**src/design/assert_macros.svh**
```systemverilog
// Assertion macros for the deframer RTL, included by cpd_parser.
// No dependencies; include with the bare file name.
`ifndef ASSERT_MACROS_SVH
`define ASSERT_MACROS_SVH

`ifndef SYNTHESIS

// Check a property on each rising clock edge, ignored while reset is held.
`define ASSERT_PROP(lbl, clk, rst_n, prop) \
    lbl: assert property (@(posedge clk) disable iff (!rst_n) (prop)) \
        else $error("assertion failed");

// Check that an expression is never true outside reset.
`define ASSERT_NEVER(lbl, clk, rst_n, expr) \
    `ASSERT_PROP(lbl, clk, rst_n, !(expr))

`else

`define ASSERT_PROP(lbl, clk, rst_n, prop)
`define ASSERT_NEVER(lbl, clk, rst_n, expr)

`endif

`endif

```
**src/design/cpd_pkg.sv**
```systemverilog
// Shared constants, result type and ones-complement add for the deframer.
// No dependencies.
package cpd_pkg;

    localparam int DATA_BYTES = 1024;
    localparam int HEADER_LEN = 8;
    localparam int PACKET_LEN = HEADER_LEN + DATA_BYTES;
    localparam int POS_W      = 11;

    // Byte offsets within the packet header
    localparam logic [POS_W-1:0] POS_CK_LO    = POS_W'(0);
    localparam logic [POS_W-1:0] POS_CK_HI    = POS_W'(1);
    localparam logic [POS_W-1:0] POS_ID_FIRST = POS_W'(2);
    localparam logic [POS_W-1:0] POS_ID_LAST  = POS_W'(4);
    localparam logic [POS_W-1:0] POS_TOT_FIRST = POS_W'(5);
    localparam logic [POS_W-1:0] POS_TOT_LAST = POS_W'(7);
    localparam logic [POS_W-1:0] POS_PAYLOAD  = POS_W'(HEADER_LEN);
    localparam logic [POS_W-1:0] POS_LAST     = POS_W'(PACKET_LEN - 1);

    typedef struct packed {
        logic [7:0]  payload_byte;
        logic        is_last;
        logic        checksum_ok;
        logic [23:0] packet_id;
        logic [23:0] packet_total;
    } result_t;

    // 16-bit add with end-around carry
    function automatic logic [15:0] oc_add(input logic [15:0] a, input logic [15:0] b);
        logic [16:0] s;
        s = {1'b0, a} + {1'b0, b};
        return s[15:0] + {15'd0, s[16]};
    endfunction

endpackage

```
**src/design/cpd_in_stage.sv**
```systemverilog
// Input register of the deframer: holds one received byte for the parser.
// Depends on nothing beyond the port list.
module cpd_in_stage (
    input  logic       clk,
    input  logic       rst_n,
    input  logic       rx_valid,
    output logic       rx_stall,
    input  logic [7:0] rx_byte,
    input  logic       advance,
    output logic       hold_valid,
    output logic [7:0] hold_byte
);

    logic       valid_reg;
    logic       valid_next;
    logic [7:0] byte_reg;
    logic       take;

    // Hold off the sender only when the held byte cannot move on
    assign rx_stall = valid_reg && !advance;
    assign take     = rx_valid && !rx_stall;

    always_comb
    begin
        valid_next = valid_reg;
        if (take)
        begin
            valid_next = 1'b1;
        end
        else if (advance)
        begin
            valid_next = 1'b0;
        end
    end

    always_ff @(posedge clk or negedge rst_n)
    begin
        if (!rst_n)
        begin
            valid_reg <= 1'b0;
        end
        else
        begin
            valid_reg <= valid_next;
        end
    end

    always_ff @(posedge clk)
    begin
        if (take)
        begin
            byte_reg <= rx_byte;
        end
    end

    assign hold_valid = valid_reg;
    assign hold_byte  = byte_reg;

endmodule

```
**src/design/cpd_parser.sv**
```systemverilog
// Packet parser: byte position, header capture and ones-complement sum.
// Depends on cpd_pkg and assert_macros.svh.
`include "assert_macros.svh"

module cpd_parser (
    input  logic             clk,
    input  logic             rst_n,
    input  logic             step,
    input  logic [7:0]       byte_in,
    output logic             res_valid,
    output cpd_pkg::result_t res
);

    import cpd_pkg::*;

    logic [POS_W-1:0] pos_reg, pos_next;
    logic [15:0]      sum_reg, sum_next;
    logic [15:0]      chk_reg, chk_next;
    logic [23:0]      id_reg, id_next;
    logic [23:0]      tot_reg, tot_next;
    logic [7:0]       pend_reg, pend_next;
    logic [15:0]      sum_after;
    logic             last;

    assign last = (pos_reg == POS_LAST);

    always_comb
    begin
        sum_after = sum_reg;
        if ((pos_reg != POS_CK_LO) && (pos_reg != POS_CK_HI))
        begin
            if (!pos_reg[0])
            begin
                // Odd trailing byte goes in as the low byte
                if (last)
                begin
                    sum_after = oc_add(sum_reg, {8'h00, byte_in});
                end
            end
            else
            begin
                sum_after = oc_add(sum_reg, {byte_in, pend_reg});
            end
        end
    end

    always_comb
    begin
        pos_next  = pos_reg;
        sum_next  = sum_reg;
        chk_next  = chk_reg;
        id_next   = id_reg;
        tot_next  = tot_reg;
        pend_next = pend_reg;
        if (step)
        begin
            if (pos_reg == POS_CK_LO)
            begin
                chk_next = {8'h00, byte_in};
            end
            else if (pos_reg == POS_CK_HI)
            begin
                chk_next = {byte_in, chk_reg[7:0]};
            end
            else
            begin
                if (!pos_reg[0])
                begin
                    pend_next = byte_in;
                end
                if ((pos_reg >= POS_ID_FIRST) && (pos_reg <= POS_ID_LAST))
                begin
                    id_next = {id_reg[15:0], byte_in};
                end
                else if ((pos_reg >= POS_TOT_FIRST) && (pos_reg <= POS_TOT_LAST))
                begin
                    tot_next = {tot_reg[15:0], byte_in};
                end
            end
            // Rewind for the next packet after the final byte
            if (last)
            begin
                pos_next = '0;
                sum_next = '0;
            end
            else
            begin
                pos_next = pos_reg + POS_W'(1);
                sum_next = sum_after;
            end
        end
    end

    always_ff @(posedge clk or negedge rst_n)
    begin
        if (!rst_n)
        begin
            pos_reg  <= '0;
            sum_reg  <= '0;
            chk_reg  <= '0;
            id_reg   <= '0;
            tot_reg  <= '0;
            pend_reg <= '0;
        end
        else
        begin
            pos_reg  <= pos_next;
            sum_reg  <= sum_next;
            chk_reg  <= chk_next;
            id_reg   <= id_next;
            tot_reg  <= tot_next;
            pend_reg <= pend_next;
        end
    end

    assign res_valid          = (pos_reg >= POS_PAYLOAD);
    assign res.payload_byte   = byte_in;
    assign res.is_last        = last;
    assign res.checksum_ok    = last && ((~sum_after) == chk_reg);
    assign res.packet_id      = last ? id_reg : 24'd0;
    assign res.packet_total   = last ? tot_reg : 24'd0;

    `ASSERT_NEVER(a_pos_range, clk, rst_n, pos_reg > POS_LAST)
    `ASSERT_PROP(a_rewind, clk, rst_n, (step && last) |=> (pos_reg == '0) && (sum_reg == '0))
    `ASSERT_PROP(a_idle_hold, clk, rst_n, !step |=> $stable(pos_reg) && $stable(sum_reg))

endmodule

```
**src/design/cpd_out_stage.sv**
```systemverilog
// Result register of the deframer: holds one result until the receiver takes it.
// Depends on cpd_pkg.
module cpd_out_stage (
    input  logic             clk,
    input  logic             rst_n,
    input  logic             load_valid,
    input  cpd_pkg::result_t load_res,
    output logic             advance,
    output logic             tx_valid,
    input  logic             tx_stall,
    output cpd_pkg::result_t tx_res
);

    import cpd_pkg::*;

    logic    valid_reg;
    result_t res_reg;

    // Move on when the register is empty or being emptied this cycle
    assign advance = !valid_reg || !tx_stall;

    always_ff @(posedge clk or negedge rst_n)
    begin
        if (!rst_n)
        begin
            valid_reg <= 1'b0;
        end
        else if (advance)
        begin
            valid_reg <= load_valid;
        end
    end

    always_ff @(posedge clk)
    begin
        if (advance && load_valid)
        begin
            res_reg <= load_res;
        end
    end

    assign tx_valid = valid_reg;
    assign tx_res   = res_reg;

endmodule

```
**src/design/checksummed_packet_deframer_unit.sv**
```systemverilog
// Checksummed packet deframer: fixed-length packets in, payload bytes out.
// Depends on cpd_pkg, cpd_in_stage, cpd_parser and cpd_out_stage.
//
// Usage:
//   The sender presents one packet byte per transaction on rx_byte with
//   rx_valid/rx_stall, starting at the low checksum byte. Each packet is
//   a 2-byte little-endian checksum, a 3-byte id, a 3-byte total and
//   DATA_BYTES payload bytes. Header bytes produce no result; each payload
//   byte produces one result transaction on tx_valid/tx_stall. The final
//   payload byte has is_last set and carries checksum_ok, packet_id and
//   packet_total; those fields are zero on the other bytes. A packet with
//   a bad checksum is still delivered; the receiver drops it.
//   An accepted byte passes through the input register, then the result
//   register. One byte per cycle is taken sustained while the receiver
//   does not stall; the sum update with end-around carry is combinational.
//   Reset returns to the start of a packet with all captured fields zero.
//   While the receiver stalls, the result holds; rx_stall rises once the
//   input register is also full, and no byte is lost.
module checksummed_packet_deframer_unit (
    input  logic        clk,
    input  logic        rst_n,
    input  logic        rx_valid,
    output logic        rx_stall,
    input  logic [7:0]  rx_byte,
    output logic        tx_valid,
    input  logic        tx_stall,
    output logic [7:0]  payload_byte,
    output logic        is_last,
    output logic        checksum_ok,
    output logic [23:0] packet_id,
    output logic [23:0] packet_total
);

    import cpd_pkg::*;

    logic       advance;
    logic       hold_valid;
    logic [7:0] hold_byte;
    logic       res_valid;
    result_t    res;
    result_t    tx_res;

    cpd_in_stage u_in (
        .clk        (clk),
        .rst_n      (rst_n),
        .rx_valid   (rx_valid),
        .rx_stall   (rx_stall),
        .rx_byte    (rx_byte),
        .advance    (advance),
        .hold_valid (hold_valid),
        .hold_byte  (hold_byte)
    );

    cpd_parser u_parser (
        .clk       (clk),
        .rst_n     (rst_n),
        .step      (hold_valid && advance),
        .byte_in   (hold_byte),
        .res_valid (res_valid),
        .res       (res)
    );

    cpd_out_stage u_out (
        .clk        (clk),
        .rst_n      (rst_n),
        .load_valid (hold_valid && res_valid),
        .load_res   (res),
        .advance    (advance),
        .tx_valid   (tx_valid),
        .tx_stall   (tx_stall),
        .tx_res     (tx_res)
    );

    assign payload_byte = tx_res.payload_byte;
    assign is_last      = tx_res.is_last;
    assign checksum_ok  = tx_res.checksum_ok;
    assign packet_id    = tx_res.packet_id;
    assign packet_total = tx_res.packet_total;

endmodule

```
**config.mk**
```make
export PLATFORM = sky130hd
export DESIGN_NAME = checksummed_packet_deframer_unit
export DESIGN_NICKNAME = d
export VERILOG_FILES = /design/src/design/cpd_pkg.sv /design/src/design/cpd_in_stage.sv /design/src/design/cpd_parser.sv /design/src/design/cpd_out_stage.sv /design/src/design/checksummed_packet_deframer_unit.sv
export VERILOG_INCLUDE_DIRS = /design/src /design/src/design
export SDC_FILE = /design/constraint.sdc
export NUM_CORES = 1
export LEC_CHECK = 0
export ABC_CLOCK_PERIOD_IN_PS = 12300
export BUFFER_PORTS_ARGS = -buffer_cell sky130_fd_sc_hd__buf_2
export CORE_UTILIZATION = 40
export DETAILED_ROUTE_END_ITERATION = 12
export PLACE_DENSITY = 0.59
export REMOVE_ABC_BUFFERS = 1
export SYNTH_ARGS = -nofsm -noshare
export SYNTH_HDL_FRONTEND = slang
export SYNTH_SLANG_ARGS = --single-unit
```
**constraint.sdc**
```tcl
create_clock -name clk -period 12.3 [get_ports clk]
set_input_delay 2.46 -clock clk [delete_from_list [all_inputs] [get_ports clk]]
set_output_delay 2.46 -clock clk [all_outputs]
set_load 0.1 [all_outputs]
```
## After elaboration in Yosys (flattened, before gate mapping)

Index checks and enable logic that the tools add are counted.

- Register bits: 167
- Logic and storage cells: 66

- Bitwise gates (word level): 5
- Order comparisons: 5
- Eq/ne operators: 4
- Mux-type cells: 9
- Reduce and logical (&&, ||, !) cells: 23
- Add/sub/neg operators: 5

Operators by type and width:

| kind | count |
|---|---|
| $mux 16 | 6 |
| $add 16x1->16 | 2 |
| $le 11x3->1 const B | 2 |
| $add 16x16->17 | 1 |
| $add 16x8->17 | 1 |
| $eq 16x16->1 | 1 |
| $not 16->16 | 1 |
| $add 11x1->11 const B | 1 |
| $eq 11x1->1 const B | 1 |
| $eq 11x11->1 const B | 1 |
| $ge 11x2->1 const B | 1 |
| $ge 11x3->1 const B | 1 |
| $ge 11x4->1 const B | 1 |
| $logic_not 11->1 | 1 |
| $mux 11 | 1 |
| $ne 11x1->1 const B | 1 |
| $reduce_bool 11->1 | 1 |
| $logic_and 1x1->1 | 9 |
| $reduce_and 4->1 | 2 |
| $reduce_and 5->1 | 1 |
| $logic_not 1->1 | 4 |
| $not 1->1 | 4 |
| $reduce_and 2->1 | 2 |
| $reduce_bool 2->1 | 2 |
| other kinds (2) | 3 |

## Longest topological paths before layout

- Depth after elaboration: 8
- Gate-level depth with buffers: 22
- Gate-level depth less buffers: 22

## Hierarchy

A second synthesis with hierarchy kept.

- Cell total of the unflattened synthesis: 828
- Area, all modules: 9,062.4 sq um

By module, submodules not included:

| module | times used | area each (sq um) | seq. area each (sq um) | cells an instance |
|---|---|---|---|---|
| cpd_parser | 1 | 6,962.9 | 2,477.4 | 751 |
| cpd_out_stage | 1 | 1,789.2 | 1,766.7 | 62 |
| cpd_in_stage | 1 | 297.8 | 265.3 | 13 |
| checksummed_packet_deframer_unit | 1 | 12.5 | 0.0 | 2 |

## Worst setup path after synthesis

OpenSTA, ideal clock, no wires.

- Path kind: in2reg
- Start: input tx_stall
- End: register u_out.res_reg (netlist bit u_out.tx_res[0]) (enable)
- Arrival: 5.321 ns
- Stages on the path: 4
- Slack: 6.505 ns
- Required time: 11.826 ns
- Path buffers: 1
- Cell sequence: nand2_1 -> nand2_1 -> clkbuf_1 -> nor2_1

- Cells in the longest elaborated chain, start to end: 3

Ends and longest elaborated chain:

| element | line | RTL |
|---|---|---|
| start: declaration | checksummed_packet_deframer_unit.sv:26 | `input logic tx_stall,` |
| $logic_not 1->1 | cpd_out_stage.sv:20 | `assign advance = !valid_reg \|\| !tx_stall;` |
| $logic_or 1x1->1 | cpd_out_stage.sv:20 |  |
| $logic_and 1x1->1 | cpd_out_stage.sv:36 | `if (advance && load_valid)` |
| end signal: assignment | cpd_out_stage.sv:38 | `res_reg <= load_res;` |
| end: declaration | cpd_out_stage.sv:17 | `result_t res_reg;` |

Every way passes these cells.
A chain may end at the register's enable or synchronous reset.

## Worst setup path in the final report

- Start: input tx_stall
- End: output rx_stall

- Cells in the longest elaborated chain, start to end: 4

Ends and longest elaborated chain:

| element | line | RTL |
|---|---|---|
| $logic_not 1->1 | cpd_out_stage.sv:20 |  |
| $logic_or 1x1->1 | cpd_out_stage.sv:20 |  |
| $logic_not 1->1 | cpd_in_stage.sv:20 | `assign rx_stall = valid_reg && !advance;` |
| $logic_and 1x1->1 | cpd_in_stage.sv:20 |  |
| end: declaration | checksummed_packet_deframer_unit.sv:23 | `output logic rx_stall,` |

Every way passes these cells.

==> run metrics <==
filler instances 2020; DP Area 9700 um2; kind of critical path input port to output port; ys async rst share 60.5%; Largest register FFs 58; Synth cell types 78; most area-consuming cells after synthesis dfrtp_1 28%, edfxtp_1 22%, mux2_2 7.7%; Clock Pin Slew Worst Setup and Hold Paths 70 ps; largest net degree at the start of global routing 71; Worst Path Arrival 3110 ps; Resized Gates After CTS 0; Avg Cell Area, Syn 11.2 um2; htree depth 4; maxcap violations 0; synth cell count leaders 101 x dfrtp_1, 66 x edfxtp_1, 65 x nand2_1, 62 x mux2_2, 61 x and2_1; Remaining DRCs 5; Post-CTS Setup Inserts 0; setup tns final 0 ps; crit end category output port; Hold Slack 489 ps; startpoint types input port; status finished, violations left; vias per cell 5.50; Slew Viols, Final 0; Max Freq 0.180 GHz; Most used DFF post-synth dfrtp_1; worst rel slew slack 37.6%; clk_lat worst skew 430 ps; core area 22000 um2; Routability Congestion 0.865; gr ovfl total 0; Die W 152 um; post-synth top area share 28.0%; # clock sinks 167; drt total wl 21200 um; Synth Cell Area 9040 um2; Mapped Cells 806; area growth from synthesis to layout 13.8%; violated checks design-rule violations; period utilization 45.3%; vias 6396; warnings from Yosys 0; Final Critical Period 5570 ps; die area 23200 um2; crit path max fanout 3; number of synthesized flops with an enable pin 66; CTS tree yes; unrepaired setup endpoints after global routing no; Routed Antenna Nets 0; final setup fails 0; row count 54; Iteration-0 DRC Markers 449; gr usage total 19.0%; hold_buf cts 0; TritonCTS Buffers 17; first-pass GRT wire length 34300 um; most common cell in the netlist dfrtp_1; design area 10300 um2; I/O pin count 72; Max Buffers Root-to-Sink 2; Root Driver clkbuf_16; Die H 152 um; biggest area consumer among synthesized cells dfrtp_1; worst slew pin tran 936 ps; share of cells above drive strength 1 22.3%; initial antenna violation count 0; Clock Skew 11.0 ps; diode count 0; Final nets 915; critical path data required time 9840 ps; final hold violations 0; wire length per cell 18.2 um; Initial Utilization 41.2%; DRT Pass-1 Iters 9; Detailed Place HPWL 14900 um; Seq cells post-synth 167; number of port buffers 71; vias in the first global route 6143; sequential share of the synthesized area 49.9%; Hold Path Class flip-flop to flip-flop
==> through the flow <==
step           setup WS [ps]  utilization [%]  instances
2_1_floorplan           6090                -        773
3_3_place_gp            6710             44.2       1131
3_5_place_dp            6730             44.2       1131
4_1_cts                 6730             46.8       1163
5_1_grt                 6370             46.8       1163
6_report                6730             46.8       1163
==> cell families (layout without fill, tap and decap cells) <==
kind of cell,Yosys count,in the layout,share of synthesized area (%)
adder cells (fa/ha/maj),33,33,4.74
flip-flops,167,167,49.9
multiplexers,67,67,8.28
XOR/XNOR,63,63,6.26
buffers and inverters,50,127,2.13
AO/OA/AOI/OAI,153,153,12.3
AND/OR/NAND/NOR,273,273,16.4
==> worst paths after layout <==
check,endpoint,start,slack [ps],depth (start not counted)
setup reg to reg,u_out.tx_res[48],u_parser.sum_reg[0],6860,21
max in group asynchronous,u_parser.sum_reg[7],rst_n,9020,2
hold reg to reg,u_parser.pos_reg[7],u_parser.pos_reg[7],490,1
hold / removal,u_parser.pos_reg[7],u_parser.pos_reg[7],490,1
setup / recovery,rx_stall,tx_stall,6730,4
min in group asynchronous,u_parser.id_reg[19],rst_n,1960,1
==> layout by cell type (no fill, tap or decap), types with 15 or more instances in the layout <==
| master | instances |
|---|---|
| nor2_1 | 38 |
| inv_1 | 15 |
| mux2_2 | 62 |
| ha_1 | 31 |
| xnor2_1 | 36 |
| clkbuf_16 | 17 |
| edfxtp_1 | 66 |
| a21oi_1 | 16 |
| buf_2 | 70 |
| dfrtp_1 | 101 |
| o21ai_0 | 36 |
| and2_1 | 61 |
| xor2_1 | 26 |
| nand2_1 | 65 |
| nand3_1 | 20 |
==> layer usage <==
layer | part of all wire (%) | global-route usage (%) | vias up
li1 | - | - | 3091
met1 | 47 | 25.8 | 3124
met2 | 47 | 30.5 | 143
met3 | 3.6 | 3.61 | 38
met4 | 2.7 | 6.85 | 0
met5 | 0 | 0 | -
==> worst max-delay path: stages <==
cell and delay (ps):
buf_2 80, nand3_1 90, inv_1 60, buf_2 410
==> area by class of cell <==
| class | instances | area (um2) | area share [%] |
|---|---|---|---|
| multi-input cells | 589 | 4360 | 42.4 |
| clock inverters | 15 | 159 | 1.55 |
| flip-flops and latches | 167 | 4510 | 43.9 |
| repair buffers | 78 | 410 | 3.99 |
| well taps | 280 | 350 | 3.41 |
| inverters | 17 | 63.8 | 0.621 |
| clock buffers | 17 | 425 | 4.14 |
Power is left out: the tool's default activity adds up to more than one toggle a clock period on the data nets, which glitch-free logic cannot reach.
